$ cat src/tcpl_pkg.sv
package tcpl_pkg;

  localparam int TW = 24;
  localparam int IW = 48;
  localparam logic signed [TW-1:0] BASE_TEMP = 24'sd122880;
  localparam logic [TW-1:0] TARGET_BAND = 24'd2048;

  typedef enum logic [1:0] {
    OP_SET_TEMP = 2'd0,
    OP_START    = 2'd1,
    OP_TICK     = 2'd2,
    OP_NONE     = 2'd3
  } op_t;

  typedef enum logic [3:0] {
    ST_IDLE,
    ST_DIV,
    ST_T0,
    ST_T1,
    ST_T2,
    ST_T3,
    ST_T4,
    ST_T5,
    ST_OUT
  } state_t;

  // controller -> datapath
  typedef struct packed {
    logic load_in;
    logic do_set;
    logic div_step;
    logic div_fin;
    logic t0;
    logic t1;
    logic t2;
    logic t3;
    logic t4;
    logic t5;
    logic out_load;
  } cmd_t;

  // datapath -> controller
  typedef struct packed {
    logic [1:0] op;
    logic       tick_ok;
    logic       div_done;
  } sts_t;

  typedef struct packed {
    logic [22:0] prop_gain;
    logic [22:0] integ_gain;
    logic signed [TW-1:0] drive_high;
    logic signed [TW-1:0] drive_low;
    logic [23:0] loss_rate;
    logic [23:0] heat_gain;
    logic [23:0] sensor_rate;
    logic [15:0] initial_timeout;
  } cfg_t;

  localparam logic [2:0] REG_PROP = 3'd0;
  localparam logic [2:0] REG_INTEG = 3'd1;
  localparam logic [2:0] REG_DHI = 3'd2;
  localparam logic [2:0] REG_DLO = 3'd3;
  localparam logic [2:0] REG_LOSS = 3'd4;
  localparam logic [2:0] REG_HEAT = 3'd5;
  localparam logic [2:0] REG_SENS = 3'd6;
  localparam logic [2:0] REG_TOUT = 3'd7;

endpackage

$ cat src/tcpl_ctrl.sv
module tcpl_ctrl (
  input  logic               clk,
  input  logic               rst_n,
  input  logic               in_fire,
  input  logic               out_busy,
  input  tcpl_pkg::sts_t     sts,
  output logic               in_ready,
  output tcpl_pkg::cmd_t     cmd
);
  tcpl_pkg::state_t state_r, state_nxt;

  always_ff @(posedge clk) begin
    if (!rst_n) state_r <= tcpl_pkg::ST_IDLE;
    else        state_r <= state_nxt;
  end

  // after input capture the op is known from sts.op in ST_DIV decisions
  always_comb begin
    state_nxt = state_r;
    case (state_r)
      tcpl_pkg::ST_IDLE: if (in_fire) state_nxt = tcpl_pkg::ST_DIV;
      tcpl_pkg::ST_DIV: begin
        if (sts.op == tcpl_pkg::OP_START) begin
          if (sts.div_done) state_nxt = tcpl_pkg::ST_OUT;
        end else if (sts.op == tcpl_pkg::OP_TICK && sts.tick_ok) begin
          state_nxt = tcpl_pkg::ST_T0;
        end else begin
          state_nxt = tcpl_pkg::ST_OUT;
        end
      end
      tcpl_pkg::ST_T0: state_nxt = tcpl_pkg::ST_T1;
      tcpl_pkg::ST_T1: state_nxt = tcpl_pkg::ST_T2;
      tcpl_pkg::ST_T2: state_nxt = tcpl_pkg::ST_T3;
      tcpl_pkg::ST_T3: state_nxt = tcpl_pkg::ST_T4;
      tcpl_pkg::ST_T4: state_nxt = tcpl_pkg::ST_T5;
      tcpl_pkg::ST_T5: state_nxt = tcpl_pkg::ST_OUT;
      tcpl_pkg::ST_OUT: if (!out_busy) state_nxt = tcpl_pkg::ST_IDLE;
      default: state_nxt = tcpl_pkg::ST_IDLE;
    endcase
  end

  always_comb begin
    cmd = '0;
    in_ready = 1'b0;
    case (state_r)
      tcpl_pkg::ST_IDLE: begin
        in_ready = 1'b1;
        cmd.load_in = in_fire;
      end
      tcpl_pkg::ST_DIV: begin
        if (sts.op == tcpl_pkg::OP_START) begin
          cmd.div_step = 1'b1;
          cmd.div_fin  = sts.div_done;
        end else if (sts.op == tcpl_pkg::OP_SET_TEMP) begin
          cmd.do_set = 1'b1;
        end
      end
      tcpl_pkg::ST_T0: cmd.t0 = 1'b1;
      tcpl_pkg::ST_T1: cmd.t1 = 1'b1;
      tcpl_pkg::ST_T2: cmd.t2 = 1'b1;
      tcpl_pkg::ST_T3: cmd.t3 = 1'b1;
      tcpl_pkg::ST_T4: cmd.t4 = 1'b1;
      tcpl_pkg::ST_T5: cmd.t5 = 1'b1;
      tcpl_pkg::ST_OUT: cmd.out_load = !out_busy;
      default: ;
    endcase
  end

  assert property (@(posedge clk) disable iff (!rst_n)
    (state_r == tcpl_pkg::ST_T0) |=> (state_r == tcpl_pkg::ST_T1))
    else $error("tick sequence broken");
  assert property (@(posedge clk) disable iff (!rst_n)
    in_fire |=> (state_r == tcpl_pkg::ST_DIV))
    else $error("accept did not start work");
  assert property (@(posedge clk) disable iff (!rst_n)
    (state_r != tcpl_pkg::ST_IDLE) |-> !in_ready)
    else $error("ready while busy");
endmodule

$ cat config.mk
export PLATFORM = sky130hd
export DESIGN_NAME = tcpl_ctrl
export DESIGN_NICKNAME = d
export VERILOG_FILES = /design/src/tcpl_pkg.sv /design/src/tcpl_ctrl.sv
export SDC_FILE = /design/constraint.sdc
export NUM_CORES = 1
export LEC_CHECK = 0
export BUFFER_PORTS_ARGS = -buffer_cell sky130_fd_sc_hd__buf_2
export CORE_AREA = 5 5 42 44
export DETAILED_ROUTE_END_ITERATION = 12
export DIE_AREA = 0 0 47 49
export PLACE_DENSITY = 0.62
export SYNTH_ARGS = -nofsm -noshare
export SYNTH_HDL_FRONTEND = slang
export SYNTH_SLANG_ARGS = --single-unit
$ cat constraint.sdc
create_clock -name clk -period 1.5 [get_ports clk]
set_clock_uncertainty 0.15 [all_clocks]
set_input_delay 0.075 -clock clk [delete_from_list [all_inputs] [get_ports clk]]
set_output_delay 0.075 -clock clk [all_outputs]
set_load 0.03 [all_outputs]
==> metrics.csv, run 1 <==
stage,metric,value,unit
outcome,outcome,finished with violations,
sta,finalSetupTns,-0.122,ns
routing,drc,0,
power_and_ir_drop,p_per_area,585,mW/mm2
hold_path,hold_path.class,input port to register,
synth,synth_area_leaders,"dfxtp_1 21%, nor3_1 6.5%, nor4b_4 6.1%",
sta,maxSlewViolCount,0,
placement,io_buffers,19,
power_and_ir_drop,p_sw_frac,0.305,
placement,gp_congestion,0.761,
placement,dp_hpwl,824,um
floorplan,coreArea,0.00140,mm2
final_layout,num-nets-final,89,
routing,wl_met2,652,um
global_route,grt_pass1_vias,461,
final_layout,final_util,0.506,
synth,syn_nets,55,
synth,ys_seq_elements,4,
synth,syn_inst,47,
routing,wl_met1,438,um
setup_path,crit_path_start_kind,register,
global_route,grt_max_degree,9,
flow_run,drv_cap,0,
floorplan,die_h,49,um
final_layout,instances_no_fill,95,
power_and_ir_drop,total_power,415,uW
synth,synth-warning-count,0,
clocking,clock_latency,0.23,ns
floorplan,start_util,0.277,
synth,synth_edf_count,0,
routing,avgViaCountPerCell,4.78,
synth,synth_cell_types,27,
routing,dr_total_vias,454,
placement,dpl.cell_count,84,
power_and_ir_drop,power_frac_comb,0.407,
sta,period_share,1.05,
routing,routed-wl-met3,77,um
sta,rsz0062_at_grt,yes,
floorplan,core.rowCount,14,
routing,dr.pass1.iters,4,
synth,ys_top_cells_by_count,"5 x nor2_1, 5 x nor3_1, 4 x dfxtp_1, 3 x nand2_1, 3 x nor2b_1",
synth,synth-seq-area-share,0.206,
sta,max_freq,635,MHz
synth,async_reset_ff_frac,0,
clocking,clk_pin_slew,0.04,ns
power_and_ir_drop,cell_internal_pwr,288,uW
setup_path,cp_max_fo,3,
floorplan,die_x,47,um
setup_path,worstPathRequired,1.27,ns
clocking,cts_made_buffers,3,
synth,synthFlopType,dfxtp_1,
power_and_ir_drop,p_leak,0.329,nW
final_layout,reg_top3,state_r (4),
synth,syn_area,388,um2
setup_path,cp-end-kind,output port,
clocking,htree_num_levels,1,
routing,first_iter_violations,5,
global_route,grt_usage,0.111,
sta,finalWorstSetupSlack,-0.0758,ns
final_layout,layout-drive-gt1-share,0.658,
clocking,cts.sinks,4,
sta,setup_viol,3,
sta,worst-slew-pin-transition,0.227,ns
global_route,overflow,0,
synth,synth_top_area_share,0.206,
floorplan,die-area,0.00230,mm2
final_layout,area_growth,82.9,%
global_route,antenna_found_initial,0,
routing,routedWlPerCell,12.3,um
floorplan,ios,20,
sta,finalHoldViolations,0,
sta,timing.slew.headroom,0.848,
outcome,violations,setup timing,
final_layout,insertedDiodeCount,0,
routing,ant_nets,0,
sta,fin_crit,1.58,ns
synth,avgSynthCellArea,8.25,um2
final_layout,largest_reg_flops,4,
final_layout,max_flop_register,state_r,
power_and_ir_drop,pwr-share-clk,0.311,
routing,wirelength,1.17,mm
clocking,cts_tree,built,
sta,timing.hold.ws,0.0824,ns
setup_path,crit_arrival,1.35,ns
power_and_ir_drop,switchingPower,126,uW
setup_path,criticalPathCategory,register to output port,
clocking,cts_root_buf,clkbuf_4,
synth,yosys.area.top_type,dfxtp_1,
power_and_ir_drop,vdd_drop_max,0.334,mV
power_and_ir_drop,seqPwrFrac,0.282,
global_route,grt_pass1_wl,1.88,mm
clocking,max-clock-path-buffers,2,
routing,routed.top_layer,met3,
-- logic make-up (layout without fill, tap and decap cells) --
group           count (synthesis)  in the layout  share of synthesized area
buf+inv                         4             36                     0.0903
xor+xnor                        1              1                     0.0226
simple gates                   33             33                      0.597
compound gates                  5              5                     0.0839
flops                           4              4                      0.206
-- routing by layer --
metal,track usage,up-vias
met3,0.0369,0
li1,-,230
met5,0,-
met1,0.125,208
met4,0.0415,0
met2,0.183,16
-- cells in the final DEF, fill, tap and decap left out --
| master | count |
|---|---|
| buf_4 | 13 |
| buf_2 | 11 |
| buf_6 | 8 |
| nor2_1 | 5 |
| nand2_1 | 3 |
| nor3_1 | 3 |
| nor2b_1 | 3 |
| clkbuf_4 | 3 |
| dfxtp_2 | 3 |
| nor3_2 | 2 |
| or2b_1 | 2 |
| nor4b_4 | 2 |
| and2_4 | 2 |
| nand2b_4 | 1 |
| nand2b_2 | 1 |
| or2_4 | 1 |
| nor3_4 | 1 |
| and3b_2 | 1 |
| nor4_4 | 1 |
| nand2b_1 | 1 |
| xor2_1 | 1 |
| and3b_1 | 1 |
| o21ai_1 | 1 |
| a21oi_1 | 1 |
| and3_1 | 1 |
| nand4_1 | 1 |
| nor4b_2 | 1 |
| a31oi_1 | 1 |
| o32ai_1 | 1 |
| o21a_1 | 1 |
| dlygate4sd3_1 | 1 |
| dfxtp_4 | 1 |
-- final cells by class --
| type | count | area (um2) |
|---|---|---|
| fill | 148 | 692 |
| clock buffer | 3 | 22.5 |
| tap | 16 | 20.0 |
| sequential | 4 | 87.6 |
| timing repair buffer | 33 | 253 |
| multi-input combinational | 39 | 327 |
-- per-stage QoR --
step	setup WS (ns)	area (um2)
2_1_floorplan	-0.0508	417
4_1_cts	-0.112	641
5_1_grt	-0.150	709
3_3_place_gp	0.0917	542
3_5_place_dp	0.0497	542
6_report	-0.0758	709
-- power groups by stage --
stage                     registers, mW  logic [mW]  clock network (mW)
after global placement            0.118       0.126                   0
after detailed placement          0.119       0.127                   0
after CTS                         0.116       0.148               0.137
after floorplan                   0.117      0.0872                   0
final                             0.117       0.169               0.129
after global routing              0.117       0.182               0.152
-- what timing repair did --
action / 4_1_cts / 5_1_grt
endpoints found under the hold margin: 3 / 0
pin swaps: 5 / 3
resized for setup: 19 / 9
hold buffers: 1 / 0
buffers inserted: 2 / 5
setup endpoints to repair: 8 / 13
-- worst paths after layout --
| check | startpoint | end | slack, ns | cells after the start |
|---|---|---|---|---|
| min reg2reg | state_r[2] | state_r[2] | 0.42 | 2 |
| max | state_r[1] | cmd[7] | -0.08 | 4 |
| max reg2reg | state_r[2] | state_r[3] | 0.08 | 5 |
| min | sts[2] | state_r[3] | 0.08 | 3 |
-- critical path, cell delays in order, from the launching register on --
cell	delay, ns
dfxtp_4	0.35
nor4b_4	0.28
and3b_2	0.24
and2_4	0.14
buf_6	0.12
Note: power is estimated with default switching activity, not from simulation.
==> inputs of run 2 (changes only) <==
--- a/config.mk
+++ b/config.mk
@@ -9,7 +9,8 @@
 export CORE_AREA = 5 5 42 44
 export DETAILED_ROUTE_END_ITERATION = 12
 export DIE_AREA = 0 0 47 49
-export PLACE_DENSITY = 0.62
+export GPL_TIMING_DRIVEN = 0
+export SETUP_SLACK_MARGIN = 0.5
 export SYNTH_ARGS = -nofsm -noshare
 export SYNTH_HDL_FRONTEND = slang
 export SYNTH_SLANG_ARGS = --single-unit
==> metrics.csv, run 2 (synthesis gave the netlist of run 1 again) <==
stage,metric,value,unit,change
placement,dpl.cell_count,82,,was 84
flow_run,drv_cap,0,,unchanged
clocking,htree_num_levels,1,,unchanged
power_and_ir_drop,total_power,427,uW,was 415 uW
placement,gp_congestion,0.802,,was 0.761
global_route,grt_max_degree,11,,was 9
sta,timing.hold.ws,0.0153,ns,was 0.0824 ns
power_and_ir_drop,p_per_area,513,mW/mm2,was 585 mW/mm2
setup_path,cp-end-kind,output port,,unchanged
setup_path,cp_max_fo,4,,was 3
setup_path,worstPathRequired,1.27,ns,about the same
routing,first_iter_violations,6,,was 5
final_layout,final_cell_mix,"16 x buf_6, 14 x buf_4, 7 x buf_2",,"was 13 x buf_4, 11 x buf_2, 8 x buf_6"
sta,fin_crit,1.63,ns,was 1.58 ns
floorplan,start_util,0.277,,unchanged
floorplan,ios,20,,unchanged
setup_path,critPathLaunch,state_r[2],,was state_r[1]
floorplan,die_h,49,um,unchanged
hold_path,hold_path.class,input port to register,,unchanged
global_route,antenna_found_initial,0,,unchanged
sta,setup_viol,10,,was 3
global_route,grt_usage,0.137,,was 0.111
final_layout,instances_no_fill,100,,was 95
setup_path,timing.rr.start,state_r[2],,unchanged
hold_path,hold_end,state_r[3],,unchanged
sta,worst-slew-pin-transition,0.237,ns,was 0.227 ns
setup_path,crit_arrival,1.41,ns,was 1.35 ns
routing,wirelength,1.28,mm,was 1.17 mm
outcome,outcome,finished with violations,,unchanged
final_layout,largest_reg_flops,4,,unchanged
clocking,cts_root_buf,clkbuf_4,,unchanged
final_layout,insertedDiodeCount,0,,unchanged
clocking,cts_tree,built,,unchanged
global_route,overflow,0,,unchanged
clocking,cts_made_buffers,3,,unchanged
floorplan,core.rowCount,14,,unchanged
setup_path,crit_path_start_kind,register,,unchanged
clocking,cts.sinks,4,,unchanged
sta,max_freq,613,MHz,was 635 MHz
routing,dr_total_vias,487,,was 454
routing,drc,0,,unchanged
clocking,clock_latency,0.23,ns,about the same
power_and_ir_drop,vdd_drop_max,0.238,mV,was 0.334 mV
final_layout,area_growth,115,%,was 82.9%
floorplan,die_x,47,um,unchanged
clocking,max-clock-path-buffers,2,,unchanged
setup_path,rrSetupSlack,0.05,ns,was 0.08 ns
sta,rsz0062_at_grt,yes,,unchanged
hold_path,hold_path_depth,3,,unchanged
clocking,clk_pin_slew,0.04,ns,about the same
final_layout,reg_top3,state_r (4),,unchanged
final_layout,final_common_cell,buf_6,,was buf_4
setup_path,reg2reg_depth,7,,was 5
setup_path,criticalPathCategory,register to output port,,unchanged
global_route,grt_pass1_wl,2.24,mm,was 1.88 mm
routing,ant_nets,0,,unchanged
placement,io_buffers,19,,unchanged
final_layout,max_flop_register,state_r,,unchanged
sta,timing.slew.headroom,0.842,,was 0.848
outcome,violations,setup timing,,unchanged
routing,avgViaCountPerCell,4.87,,was 4.78
floorplan,die-area,0.00230,mm2,unchanged
global_route,grt_pass1_vias,517,,was 461
power_and_ir_drop,p_leak,0.380,nW,was 0.329 nW
placement,dp_hpwl,804,um,was 824 um
routing,dr.pass1.iters,2,,was 4
final_layout,num-nets-final,94,,was 89
sta,period_share,1.09,,was 1.05
setup_path,rr_endpoint,state_r[3],,unchanged
sta,maxSlewViolCount,0,,unchanged
floorplan,coreArea,0.00140,mm2,unchanged
sta,finalWorstSetupSlack,-0.132,ns,was -0.0758 ns
hold_path,min-delay-start,rst_n,,was sts[2]
routing,routedWlPerCell,12.8,um,was 12.3 um
sta,finalHoldViolations,0,,unchanged
final_layout,layout-drive-gt1-share,0.762,,was 0.658
==> run 2: through the flow <==
stage	utilization	cell area, um2	TNS [ns]	setup slack [ns]
floorplan	-	455	-0.00580	-0.00580
global placement	0.407	571	0	0.0543
detailed placement	0.407	571	0	0.0222
CTS	0.563	790	-0.867	-0.189
global route	0.594	832	-1.55	-0.209
finish	0.594	832	-0.707	-0.132
==> run 2: what timing repair did <==
item,in CTS,in global routing
pin swaps,7,7
gates resized for setup,26,10
setup buffers,13,1
hold buffers,1,0
hold endpoints to repair,3,0
endpoints found under the setup margin,16,16
==> run 2: worst max path at each step <==
stage                   end  slack (ns)  depth (start not counted)
global placement     cmd[7]        0.05                          5
global route         cmd[5]       -0.21                          6
floorplan           cmd[10]      -0.006                          4
finish               cmd[6]       -0.13                          6
CTS                  cmd[7]       -0.19                          5
detailed placement   cmd[7]        0.02                          5
==> run 2: final cells by class <==
cell class / count / area (um2)
Sequential cell: 4 / 85.1
Multi-Input combinational cell: 39 / 374
Buffer: 4 / 45.0
Tap cell: 16 / 20.0
Clock buffer: 3 / 22.5
Timing Repair Buffer: 34 / 285
Fill cell: 126 / 569
==> run 2: report_power, final <==
| group | internal [mW] | leakage (nW) | switching (mW) | total [mW] |
|---|---|---|---|---|
| Clock | 0.0895 | 0.0138 | 0.0434 | 0.133 |
| Combinational | 0.0879 | 0.332 | 0.0853 | 0.173 |
| Sequential | 0.113 | 0.0344 | 0.00748 | 0.121 |
==> run 2: critical path: stages, from the launching register on <==
cell and delay, ns:
dfxtp_2 0.31, buf_6 0.12, buf_6 0.10, buf_6 0.11
or2b_1 0.25, nor3_2 0.11, buf_4 0.18
==> run 2: per-layer routing <==
layer	up-vias	part of all wire	track usage	wire length, um
met5	-	0	0	0
met4	0	0.048	0.106	62
met3	7	0.075	0.0369	96
met2	23	0.49	0.210	632
met1	217	0.38	0.152	488
li1	240	-	-	-
