[config.mk]
export PLATFORM = sky130hd
export DESIGN_NAME = tcpl_regs
export DESIGN_NICKNAME = d
export VERILOG_FILES = /design/src/tcpl_pkg.sv /design/src/tcpl_regs.sv
export SDC_FILE = /design/constraint.sdc
export NUM_CORES = 1
export LEC_CHECK = 0
export BUFFER_PORTS_ARGS = -buffer_cell sky130_fd_sc_hd__buf_2
export CORE_ASPECT_RATIO = 1.2
export CORE_MARGIN = 2
export CORE_UTILIZATION = 45
export DETAILED_ROUTE_END_ITERATION = 10
export PLACE_DENSITY = 0.7
export SYNTH_ARGS = -nofsm -noshare
export SYNTH_HDL_FRONTEND = slang
export SYNTH_SLANG_ARGS = --single-unit
[constraint.sdc]
create_clock -name clk -period 1.83 [get_ports clk]
set_input_delay 0.183 -clock clk [delete_from_list [all_inputs] [get_ports clk]]
set_output_delay 0.183 -clock clk [all_outputs]
set_load 0.02 [all_outputs]
[src/tcpl_pkg.sv]
package tcpl_pkg;

  localparam int TW = 24;
  localparam int IW = 48;
  localparam logic signed [TW-1:0] BASE_TEMP = 24'sd122880;
  localparam logic [TW-1:0] TARGET_BAND = 24'd2048;

  typedef enum logic [1:0] {
    OP_SET_TEMP = 2'd0,
    OP_START    = 2'd1,
    OP_TICK     = 2'd2,
    OP_NONE     = 2'd3
  } op_t;

  typedef enum logic [3:0] {
    ST_IDLE,
    ST_DIV,
    ST_T0,
    ST_T1,
    ST_T2,
    ST_T3,
    ST_T4,
    ST_T5,
    ST_OUT
  } state_t;

  // controller -> datapath
  typedef struct packed {
    logic load_in;
    logic do_set;
    logic div_step;
    logic div_fin;
    logic t0;
    logic t1;
    logic t2;
    logic t3;
    logic t4;
    logic t5;
    logic out_load;
  } cmd_t;

  // datapath -> controller
  typedef struct packed {
    logic [1:0] op;
    logic       tick_ok;
    logic       div_done;
  } sts_t;

  typedef struct packed {
    logic [22:0] prop_gain;
    logic [22:0] integ_gain;
    logic signed [TW-1:0] drive_high;
    logic signed [TW-1:0] drive_low;
    logic [23:0] loss_rate;
    logic [23:0] heat_gain;
    logic [23:0] sensor_rate;
    logic [15:0] initial_timeout;
  } cfg_t;

  localparam logic [2:0] REG_PROP = 3'd0;
  localparam logic [2:0] REG_INTEG = 3'd1;
  localparam logic [2:0] REG_DHI = 3'd2;
  localparam logic [2:0] REG_DLO = 3'd3;
  localparam logic [2:0] REG_LOSS = 3'd4;
  localparam logic [2:0] REG_HEAT = 3'd5;
  localparam logic [2:0] REG_SENS = 3'd6;
  localparam logic [2:0] REG_TOUT = 3'd7;

endpackage

[src/tcpl_regs.sv]
module tcpl_regs (
  input  logic              clk,
  input  logic              rst_n,
  input  logic              cfg_psel,
  input  logic              cfg_penable,
  input  logic              cfg_pwrite,
  input  logic [4:0]        cfg_paddr,
  input  logic [31:0]       cfg_pwdata,
  output logic [31:0]       cfg_prdata,
  output tcpl_pkg::cfg_t    cfg
);
  tcpl_pkg::cfg_t cfg_r;
  logic [2:0] idx;
  logic wr;

  assign idx = cfg_paddr[4:2];
  assign wr  = cfg_psel && cfg_penable && cfg_pwrite;
  assign cfg = cfg_r;

  always_ff @(posedge clk) begin
    if (!rst_n) begin
      cfg_r.prop_gain       <= 23'd1228800;
      cfg_r.integ_gain      <= 23'd819;
      cfg_r.drive_high      <= 24'sd1048576;
      cfg_r.drive_low       <= -24'sd368640;
      cfg_r.loss_rate       <= 24'd14680;
      cfg_r.heat_gain       <= 24'd48933;
      cfg_r.sensor_rate     <= 24'd391468;
      cfg_r.initial_timeout <= 16'd28571;
    end else if (wr) begin
      case (idx)
        tcpl_pkg::REG_PROP:  cfg_r.prop_gain       <= cfg_pwdata[22:0];
        tcpl_pkg::REG_INTEG: cfg_r.integ_gain      <= cfg_pwdata[22:0];
        tcpl_pkg::REG_DHI:   cfg_r.drive_high      <= cfg_pwdata[23:0];
        tcpl_pkg::REG_DLO:   cfg_r.drive_low       <= cfg_pwdata[23:0];
        tcpl_pkg::REG_LOSS:  cfg_r.loss_rate       <= cfg_pwdata[23:0];
        tcpl_pkg::REG_HEAT:  cfg_r.heat_gain       <= cfg_pwdata[23:0];
        tcpl_pkg::REG_SENS:  cfg_r.sensor_rate     <= cfg_pwdata[23:0];
        tcpl_pkg::REG_TOUT:  cfg_r.initial_timeout <= cfg_pwdata[15:0];
        default: ;
      endcase
    end
  end

  always_comb begin
    case (idx)
      tcpl_pkg::REG_PROP:  cfg_prdata = {9'd0, cfg_r.prop_gain};
      tcpl_pkg::REG_INTEG: cfg_prdata = {9'd0, cfg_r.integ_gain};
      tcpl_pkg::REG_DHI:   cfg_prdata = {{8{cfg_r.drive_high[23]}}, cfg_r.drive_high};
      tcpl_pkg::REG_DLO:   cfg_prdata = {{8{cfg_r.drive_low[23]}}, cfg_r.drive_low};
      tcpl_pkg::REG_LOSS:  cfg_prdata = {8'd0, cfg_r.loss_rate};
      tcpl_pkg::REG_HEAT:  cfg_prdata = {8'd0, cfg_r.heat_gain};
      tcpl_pkg::REG_SENS:  cfg_prdata = {8'd0, cfg_r.sensor_rate};
      tcpl_pkg::REG_TOUT:  cfg_prdata = {16'd0, cfg_r.initial_timeout};
      default:             cfg_prdata = 32'd0;
    endcase
  end
endmodule

==> results of run 1 <==
[kinds of logic after synthesis]
kind of cell / after synthesis / synth area share, %
simple gates: 504 / 24.83
mux: 41 / 5.129
compound gates: 207 / 19.19
buf+inv: 119 / 7.040
flops: 182 / 43.80
[per-stage QoR]
step | instances | utilization (%) | TNS [ps] | power (mW)
floorplan | 1053 | - | 0 | 4.681
global placement | 1490 | 54.96 | -6342 | 5.024
detailed placement | 1490 | 54.96 | -9309 | 5.031
CTS | 1524 | 58.95 | -307.6 | 8.610
global route | 1525 | 59.55 | -1045 | 8.876
finish | 1525 | 59.55 | -382.4 | 8.641
[worst register-to-register path: cells and delay by family, from the launching register on]
| family | cells | cell delay, ps |
|---|---|---|
| compound gates | 1 | 190 |
| simple gates | 1 | 70 |
| flops | 1 | 400 |
[cells in the mapped netlist (10+ instances only)]
cell / number / share of area, %
a21boi_0: 61 / 5.5
buf_4: 21 / 1.9
mux2i_1: 28 / 3.4
dfxtp_1: 182 / 44
mux2_2: 13 / 1.8
a21boi_1: 63 / 5.7
nand2_1: 370 / 17
clkbuf_1: 35 / 1.6
inv_1: 13 / 0.59
buf_2: 48 / 2.9
a21oi_1: 10 / 0.60
a22o_1: 18 / 1.9
nor2_1: 48 / 2.2
nand3_1: 57 / 3.4
a221oi_1: 26 / 2.7
[timing repair]
| item | in CTS | in global routing |
|---|---|---|
| pin swaps | 2 | 1 |
| endpoints found under the hold margin | 0 | 0 |
| setup buffers | 3 | 0 |
| hold buffers | 0 | 0 |
| setup endpoints to repair | 18 | 16 |
| gates cloned | 0 | 1 |
| resized for setup | 37 | 22 |
[routing by layer]
metal / GRT usage [%] / wire [um] / up-vias
met4: 13.19 / 1101 / 0
met5: 0 / 0 / -
li1: - / - / 3983
met2: 50.67 / 14670 / 459
met1: 39.64 / 12350 / 4083
met3: 6.055 / 2593 / 83
[cell type report]
type | count | share of cell area, %
clock buffers | 22 | 4.289
clock inverters | 9 | 0.9480
inverters | 15 | 0.5549
multi-input cells | 752 | 39.42
flip-flops and latches | 182 | 33.86
well taps | 224 | 2.590
repair buffers | 321 | 18.34
[worst paths after layout]
kind	endpoint	start	slack (ps)
max	cfg_prdata[15]	cfg[15]$_SDFFE_PN0P_	-80
min	cfg[178]$_SDFFE_PN0P_	cfg_pwdata[19]	50
max reg2reg	cfg[16]$_SDFFE_PN0P_	cfg[16]$_SDFFE_PN0P_	1100
min reg2reg	cfg[69]$_SDFFE_PN0P_	cfg[69]$_SDFFE_PN0P_	470
[power groups by stage]
stage               logic (mW)  clock network [mW]  registers [mW]
detailed placement       0.914                   0            4.12
CTS                      0.950                3.63            4.03
global route              1.05                3.80            4.03
global placement         0.906                   0            4.12
floorplan                0.527                   0            4.15
finish                   0.989                3.62            4.03
==> summary.md, run 1 <==
| Metric | Value |
|---|---|
| Status | `complete, but fails checks` |
| Failing checks | `setup timing` |
| Net Count, Synth | `about 1,100` |
| # rows | `54` |
| Worst setup EP type | `primary output` |
| WHS | `around 49 ps` |
| DP HPWL | `approximately 21,000 um` |
| DR DRC count | `0` |
| Gr usage total | `between 30% and 40%` |
| Startpoint Class | `flip-flop` |
| DIE WIDTH | `128.1 um` |
| Post-synthesis sequential area ratio | `a little over two fifths` |
| Placed Instance Area | `9988 sq um` |
| Worst endpoint required time | `1650 ps` |
| Part of the power in registers | `46.6%` |
| Net switching power of the design | `2.193 mW` |
| Final hold violations | `0` |
| RSZ-0062 raised after global routing | `yes` |
| Delay-heaviest family, CP | `compound AO/OA/AOI/OAI gates` |
| Unique masters post-synth | `42` |
| Seq cells post-synth | `182` |
| Sw Share | `25.37%` |
| Worst-case reg-to-reg path depth | `2` |
| DR vias | `~8,600` |
| Multi-input gate area | `4267 sq um` |
| Reg area | `3665 sq um` |
| Worst-Margin Slew | `roughly 570 ps` |
| Clock Skews | `0 ps` |
| Part of the cycle the worst path needs | `104.4%` |
| Clk buf depth | `2` |
| Ant diodes | `0` |
| Combinational share of power | `11.4%` |
| WL/cell | `20.14 um` |
| WP depth | `5` |
| # fillers | `1,647` |
| Max IR drop VDD | `between 0.6 and 0.7 mV` |
| Internal | `~6.4 mW` |
| Drt total wl | `30,710 um` |
| Layout cell share with drive strength beyond 1 | `31.98%` |
| Initial DRT Pass Iterations | `8` |
| Number of buffers and inverters on the critical path | `1` |
| Die Height | `152.9 um` |
| Static leakage | `4.809 nW` |
| Most common cell after layout, fill and taps aside | `nand2_1` |
| Fmax achieved | `0.5235 GHz` |
| Max reg flops | `182` |
| Clock share of power | `41.9%` |
| Vias in the first global route | `8,035` |
| Number of max-cap violations | `0` |
| Core area | `around 18,000 sq um` |
| CTS tree | `yes` |
| Critical path's slowest cell | `dfxtp_1` |
| Slew Limit Fails | `0` |
| PwrDens | `~800 nW/um^2` |
| Reg clk slew, reported paths | `70 ps` |
| Root Buffer | `clkbuf_16` |
| DR iter-0 viols | `680` |
| Number of stages on the worst hold path | `3` |
| Num Clock Sinks | `between 150 and 200` |
| Fin nets | `1,331` |
| GPL Wtd Cong | `around 0.86` |
| Critical path cell sequence | `mux2_2 -> a22o_1 -> a221oi_2 -> nor2_1 -> buf_2` |
| First-pass GRT wire length | `~47,000 um` |
| Worst Slack Setup Final | `-80.09 ps` |
| Syn Inst Count | `1,053` |
| Port bufs | `245` |
| Largest net degree at the start of global routing | `46` |
| Area growth syn-to-layout | `30.11%` |
| Die ar. | `about 20,000 sq um` |
| CP peak stage delay | `340 ps` |
| Main synth FF type | `dfxtp_1` |
| WP data arrival | `1730 ps` |
| Synth warn | `0` |
| Initial antenna violation count | `0` |
| Worst Path Max Fanout | `3` |
| Setup WS pre-CTS | `-285.0 ps` |
| Post-route ant nets | `0` |
| Worst rel slew slack | `approximately three fifths` |
| # H-tree levels | `4` |
| CTS buffer count | `17` |
| Tmin final | `1910 ps` |
| Mean Syn Cell Area | `7.899 sq um` |
| Hold Crit Class | `in -> reg` |
| Crit path kind | `reg -> out` |
| Async set-or-reset flop fraction in the synthesized netlist | `0%` |
| Final instance area | `10,820 sq um` |
| Vias per cell | `5.645` |
| GRT overflow | `0` |
| I/O pin cnt | `256` |
| Clk Latency, worst-skew pair | `430 ps` |
| Final setup viols | `9` |
| Most frequent cells in the layout | `nand2_1 (370), buf_2 (238), dfxtp_1 (165), buf_4 (66), a21boi_1 (63)` |
| Synthesized area | `8318 sq um` |
| Initial Util | `45.77%` |
| Number of flops mapped to enable cells by yosys | `0` |
Note: power is estimated with default switching activity, not from simulation.
==> inputs of run 2 (changes only) <==
==> constraint.sdc (replaced) <==
create_clock -name clk -period 1.83 [get_ports clk]
set_input_delay 0.0915 -clock clk [delete_from_list [all_inputs] [get_ports clk]]
set_output_delay 0.0915 -clock clk [all_outputs]
set_load 0.02 [all_outputs]
==> run 2 against run 1 <==
Net effect: the flow now finishes without violations; sequential share of layout area up 0.11 points; combinational power down 3.8%; worst hold slack worse by 38 ps; cell count up 0.46%; utilization down 0.41 points; sequential power about the same; global-route usage down 0.77 points; clock skew unchanged; largest power group unchanged.
==> summary.md, run 2 (synthesis results as in run 1) <==
| Metric | Value |
|---|---|
| Net switching power of the design | `2.197 mW (was 2.193 mW)` |
| Fin Setup TNS | `0 ps (was -382.4 ps)` |
| Clock share of power | `41.5% (was 41.9%)` |
| DR vias | `8,486 (was 8,608)` |
| Clock Skews | `0 ps (unchanged)` |
| Area growth syn-to-layout | `29.21% (was 30.11%)` |
| Reg clk slew, reported paths | `70 ps (about the same)` |
| Layout cell share with drive strength beyond 1 | `29.23% (was 31.98%)` |
| Post-route ant nets | `0 (unchanged)` |
| Clk Latency, worst-skew pair | `430 ps (about the same)` |
| CTS tree | `yes (unchanged)` |
| Root Buffer | `clkbuf_16 (unchanged)` |
| Fmax achieved | `0.5480 GHz (was 0.5235 GHz)` |
| Die Height | `152.9 um (unchanged)` |
| Hold Crit Start | `cfg_pwdata[5] (was cfg_pwdata[19])` |
| # fillers | `1,648 (was 1,647)` |
| Final setup viols | `0 (was 9)` |
| # H-tree levels | `4 (unchanged)` |
| Port bufs | `245 (unchanged)` |
| DIE WIDTH | `128.1 um (unchanged)` |
| Worst setup EP type | `primary output (unchanged)` |
| Status | `complete, no violations (was complete, but fails checks)` |
| First-pass GRT wire length | `45,400 um (was 46,620 um)` |
| DR iter-0 viols | `682 (was 680)` |
| Worst-Margin Slew | `700.6 ps (was 568.9 ps)` |
| RSZ-0062 raised after global routing | `yes (unchanged)` |
| Final core utilization | `59.14% (was 59.55%)` |
| WL/cell | `19.39 um (was 20.14 um)` |
| Final instance area | `10,750 sq um (was 10,820 sq um)` |
| Final hold violations | `0 (unchanged)` |
| Worst rel slew slack | `53.29% (was 61.98%)` |
| Internal | `6.321 mW (was 6.449 mW)` |
| Initial antenna violation count | `1 (was 0)` |
| Gr usage total | `30.17% (was 30.93%)` |
| Multi-input gate area | `4208 sq um (was 4267 sq um)` |
| Combinational share of power | `11.2% (was 11.4%)` |
| Number of max-cap violations | `0 (unchanged)` |
| Initial DRT Pass Iterations | `7 (was 8)` |
| Most common cell after layout, fill and taps aside | `nand2_1 (unchanged)` |
| CTS buffer count | `17 (unchanged)` |
| WP data arrival | `1730 ps (about the same)` |
| Total power | `8.518 mW (was 8.641 mW)` |
| Clk buf depth | `2 (unchanged)` |
| Tmin final | `1825 ps (was 1910 ps)` |
| DR DRC count | `0 (unchanged)` |
| Part of the power in registers | `47.3% (was 46.6%)` |
| Drt total wl | `29,700 um (was 30,710 um)` |
| DP HPWL | `20,490 um (was 21,260 um)` |
| Hold Crit Class | `in -> reg (unchanged)` |
| Most frequent cells in the layout | `nand2_1 (370), buf_2 (243), dfxtp_1 (176), a21boi_1 (63), a21boi_0 (61) (was nand2_1 (370), buf_2 (238), dfxtp_1 (165), buf_4 (66), a21boi_1 (63))` |
| Crit path kind | `reg -> out (unchanged)` |
| PwrDens | `792.5 nW/um^2 (was 798.4 nW/um^2)` |
| I/O pin cnt | `256 (unchanged)` |
| Largest net degree at the start of global routing | `109 (was 46)` |
| Worst Path Max Fanout | `3 (unchanged)` |
| Critical path origin | `cfg[127]$_SDFFE_PN0P_ (was cfg[15]$_SDFFE_PN0P_)` |
| WHS | `10.52 ps (was 48.76 ps)` |
| Num Clock Sinks | `182 (unchanged)` |
| Die ar. | `19,590 sq um (unchanged)` |
| Max reg flops | `182 (unchanged)` |
| Worst endpoint required time | `1740 ps (was 1650 ps)` |
| GRT overflow | `0 (unchanged)` |
| Static leakage | `4.756 nW (was 4.809 nW)` |
| Core area | `18,170 sq um (unchanged)` |
| Startpoint Class | `flip-flop (unchanged)` |
| Worst Slack Setup Final | `5.219 ps (was -80.09 ps)` |
| Slew Limit Fails | `0 (unchanged)` |
| Vias per cell | `5.539 (was 5.645)` |
| Reg area | `3651 sq um (was 3665 sq um)` |
| Placed Instance Area | `9846 sq um (was 9988 sq um)` |
| Max IR drop VDD | `0.7639 mV (was 0.6644 mV)` |
| Part of the cycle the worst path needs | `99.71% (was 104.4%)` |
| Vias in the first global route | `7,869 (was 8,035)` |
| Setup WS pre-CTS | `-22.35 ps (was -285.0 ps)` |
| Fin nets | `1,336 (was 1,331)` |
| GPL Wtd Cong | `0.8593 (was 0.8550)` |
| Reg2Reg Launch Point | `cfg[63]$_SDFFE_PN0P_ (was cfg[16]$_SDFFE_PN0P_)` |
| Placed Cells | `1,476 (was 1,490)` |
| Initial Util | `45.77% (unchanged)` |
| Non-Filler Instances | `1,532 (was 1,525)` |
| Sw Share | `25.79% (was 25.37%)` |
| # rows | `54 (unchanged)` |
-- run 2: metal layers --
metal / share of wire [%] / routed length, um / up-vias / GRT usage (%)
li1: - / - / 3991 / -
met1: 41 / 12300 / 4049 / 38.39
met2: 48 / 14250 / 387 / 49.83
met3: 7.4 / 2187 / 59 / 6.125
met4: 3.2 / 963 / 0 / 12.30
met5: 0 / 0 / - / 0
-- run 2: area by class of cell --
| class | count | area share [%] |
|---|---|---|
| clock inverters | 10 | 0.9080 |
| clock buffers | 22 | 4.319 |
| repair buffers | 326 | 18.46 |
| flip-flops and latches | 182 | 33.97 |
| well taps | 224 | 2.608 |
| multi-input cells | 752 | 39.15 |
| diodes | 1 | 0.02328 |
| inverters | 15 | 0.5588 |
-- run 2: final timing paths --
check,endpoint,slack (ps),depth (start not counted)
worst max register to register,cfg[63]$_SDFFE_PN0P_,1090,2
worst min register to register,cfg[177]$_SDFFE_PN0P_,470,2
worst max-delay path,cfg_prdata[15],5,5
worst min-delay path,cfg[93]$_SDFFE_PN0P_,10,3
-- run 2: timing repair --
item,4_1_cts,5_1_grt
buffers inserted,0,0
resized for setup,9,15
hold buffers,23,0
setup endpoints to repair,9,13
pin swaps,1,1
hold endpoints to repair,143,0
-- run 2: power groups by stage --
stage / Clock, mW / Combinational (mW) / Sequential, mW
CTS: 3.57 / 0.927 / 4.03
global placement: 0 / 0.873 / 4.12
finish: 3.54 / 0.951 / 4.03
floorplan: 0 / 0.527 / 4.15
global route: 3.75 / 1.01 / 4.03
detailed placement: 0 / 0.878 / 4.12
-- run 2: worst max-delay path: stages, from the launching register on --
cell and delay (ps):
dfxtp_1 410, inv_1 60, a221oi_1 410, a221oi_2 70
nor2_1 160, buf_2 190
==> inputs of run 3 (changes only) <==
--- a/config.mk
+++ b/config.mk
@@ -14,3 +14,4 @@
 export SYNTH_ARGS = -nofsm -noshare
 export SYNTH_HDL_FRONTEND = slang
 export SYNTH_SLANG_ARGS = --single-unit
+export TNS_END_PERCENT = 30
==> constraint.sdc (replaced) <==
create_clock -name clk -period 1.83 [get_ports clk]
set_input_delay 0.0915 -clock clk [delete_from_list [all_inputs] [get_ports clk]]
set_output_delay 0.0915 -clock clk [all_outputs]
set_load 0.1 [all_outputs]
==> run 3 against run 2 <==
Net effect: non-clock buffer count is 13 higher; global-route usage is 0.47 points higher; clock skew is the same; the flow now finishes with violations (setup timing); sequential share of layout area down 1.8 points; largest power group unchanged; routed wire length grew 2.4%; worst hold slack better by 110 ps; combinational power is 92% higher.
==> summary.md, run 3 (synthesis results as in run 1) <==
| Metric | Value |
|---|---|
| CP peak stage delay | `330 ps (was 410 ps)` |
| Worst-Margin Slew | `808.0 ps (was 700.6 ps)` |
| CTS tree | `yes (unchanged)` |
| I/O pin cnt | `256 (unchanged)` |
| GPL Wtd Cong | `0.8574 (was 0.8593)` |
| DR DRC count | `0 (unchanged)` |
| Ant diodes | `0 (was 1)` |
| Drt total wl | `30,410 um (was 29,700 um)` |
| Max IR drop VDD | `0.5956 mV (was 0.7639 mV)` |
| Hold Crit Class | `in -> reg (unchanged)` |
| Slew Limit Fails | `0 (unchanged)` |
| Largest net degree at the start of global routing | `106 (was 109)` |
| Clk buf depth | `2 (unchanged)` |
| Final hold violations | `0 (unchanged)` |
| Worst rel slew slack | `46.02% (was 53.29%)` |
| PwrDens | `825.4 nW/um^2 (was 792.5 nW/um^2)` |
| # H-tree levels | `4 (unchanged)` |
| Critical path's slowest cell | `dfxtp_2 (was dfxtp_1)` |
| Die ar. | `19,590 sq um (unchanged)` |
| Worst setup EP type | `primary output (unchanged)` |
| Worst setup path end | `cfg_prdata[0] (was cfg_prdata[15])` |
| Worst Path Max Fanout | `3 (unchanged)` |
| Tmin final | `1943 ps (was 1825 ps)` |
| Startpoint Class | `flip-flop (unchanged)` |
| RSZ-0062 raised after global routing | `yes (unchanged)` |
| Vias in the first global route | `8,166 (was 7,869)` |
| Clock Skews | `0 ps (unchanged)` |
| Final setup viols | `15 (was 0)` |
| Crit path kind | `reg -> out (unchanged)` |
| Status | `complete, but fails checks (was complete, no violations)` |
| Number of buffers and inverters on the critical path | `2 (unchanged)` |
| FF-to-FF setup slack | `1100 ps (was 1090 ps)` |
| Placed Cells | `1,482 (was 1,476)` |
| WHS | `124.3 ps (was 10.52 ps)` |
| Worst-case reg-to-reg path depth | `3 (was 2)` |
| Initial antenna violation count | `0 (was 1)` |
| Root Buffer | `clkbuf_16 (unchanged)` |
| Reg clk slew, reported paths | `70 ps (about the same)` |
| R2r endpoint | `cfg[14]$_SDFFE_PN1P_ (was cfg[63]$_SDFFE_PN0P_)` |
| WL/cell | `19.69 um (was 19.39 um)` |
| Fmax achieved | `0.5146 GHz (was 0.5480 GHz)` |
| Fin nets | `1,349 (was 1,336)` |
| Most frequent cells in the layout | `nand2_1 (370), buf_2 (212), dfxtp_1 (105), dfxtp_2 (75) (was nand2_1 (370), buf_2 (243), dfxtp_1 (176), a21boi_1 (63), a21boi_0 (61))` |
| Fin Setup TNS | `-889.5 ps (was 0 ps)` |
| Max reg flops | `182 (unchanged)` |
| Part of the cycle the worst path needs | `106.2% (was 99.71%)` |
| Port bufs | `245 (unchanged)` |
| Gr usage total | `30.64% (was 30.17%)` |
| Initial Util | `45.77% (unchanged)` |
| DR iter-0 viols | `838 (was 682)` |
| Num Clock Sinks | `182 (unchanged)` |
| First-pass GRT wire length | `46,460 um (was 45,400 um)` |
| Critical path cell sequence | `mux2_2 -> a22o_1 -> a221oi_2 -> buf_4 -> nor2_4 -> buf_12 (was inv_1 -> a221oi_1 -> a221oi_2 -> nor2_1 -> buf_2)` |
| Area growth syn-to-layout | `39.82% (was 29.21%)` |
| Static leakage | `5.010 nW (was 4.756 nW)` |
| WP depth | `6 (was 5)` |
| DIE WIDTH | `128.1 um (unchanged)` |
| Die Height | `152.9 um (unchanged)` |
| Failing checks | `setup timing` |
| Core area | `18,170 sq um (unchanged)` |
| Most common cell after layout, fill and taps aside | `nand2_1 (unchanged)` |
| Post-route ant nets | `0 (unchanged)` |
| DP HPWL | `20,890 um (was 20,490 um)` |
| Clk Latency, worst-skew pair | `430 ps (about the same)` |
| Worst endpoint required time | `1740 ps (about the same)` |
| Worst Slack Setup Final | `-113.1 ps (was 5.219 ps)` |
| Layout cell share with drive strength beyond 1 | `37.12% (was 29.23%)` |
| GRT overflow | `0 (unchanged)` |
| CTS buffer count | `17 (unchanged)` |
| WP data arrival | `1850 ps (was 1730 ps)` |
| # rows | `54 (unchanged)` |
| Delay-heaviest family, CP | `compound AO/OA/AOI/OAI gates (unchanged)` |
| Critical path origin | `cfg[0]$_SDFFE_PN1P_ (was cfg[127]$_SDFFE_PN0P_)` |
| Reg2Reg Launch Point | `cfg[14]$_SDFFE_PN1P_ (was cfg[63]$_SDFFE_PN0P_)` |
| Number of max-cap violations | `0 (unchanged)` |
| Non-Filler Instances | `1,544 (was 1,532)` |
| DR vias | `8,679 (was 8,486)` |
| Vias per cell | `5.621 (was 5.539)` |
| Initial DRT Pass Iterations | `5 (was 7)` |
[run 3: report_power, final]
| group | total (mW) | switching (mW) | leakage [nW] | internal (mW) |
|---|---|---|---|---|
| combinational | 1.83 | 1.23 | 3.24 | 0.599 |
| clock | 3.75 | 1.58 | 0.293 | 2.16 |
| sequential | 4.03 | 0.0317 | 1.48 | 4.00 |
[run 3: worst reg2reg max path, stage by stage (launching register included)]
cell and delay (ps):
dfxtp_2 330, buf_4 140, nand2_1 50, nand3_1 70
[run 3: how the worst min path moves through the flow]
stage,end,cells after the start,start
after global placement,cfg[111]$_SDFFE_PN1P_,3,cfg_pwdata[23]
after detailed placement,cfg[111]$_SDFFE_PN1P_,3,cfg_pwdata[23]
after floorplan,cfg[111]$_SDFFE_PN1P_,2,cfg_pwdata[23]
after CTS,cfg[9]$_SDFFE_PN1P_,3,rst_n
after global routing,cfg[75]$_SDFFE_PN1P_,3,rst_n
final,cfg[75]$_SDFFE_PN1P_,3,rst_n
[run 3: cell type report]
cell class	instances	area [sq um]
multi-input cells	752	4367
well taps	224	280.3
clock buffers	22	484.2
fillers	1567	6545
flip-flops and latches	182	3745
clock inverters	10	120.1
repair buffers	339	2575
inverters	15	58.81
[run 3: stage by stage]
step                      util (%)  power (mW)  setup slack, ps  area, sq um
after floorplan                  -       5.304           -132.5         8594
after global placement       58.50       5.858           -253.4        10630
after detailed placement     58.50       5.862           -326.2        10630
after CTS                    63.73       9.601           -116.1        11580
after global routing         63.99       9.854           -178.5        11630
final                        63.99       9.599           -113.1        11630
[run 3: timing repair]
item	in CTS	in global routing
setup buffers	4	2
gates resized for setup	16	7
hold endpoints to repair	144	0
hold buffers	24	0
endpoints found under the setup margin	14	18
pin swaps	2	2
[run 3: per-layer routing]
layer | global-route usage [%] | part of all wire, % | vias to the layer above
li1 | - | - | 4005
met4 | 13.66 | 3.9 | 0
met5 | 0 | 0 | -
met2 | 51.36 | 48 | 516
met3 | 5.145 | 8.8 | 82
met1 | 38.53 | 39 | 4076
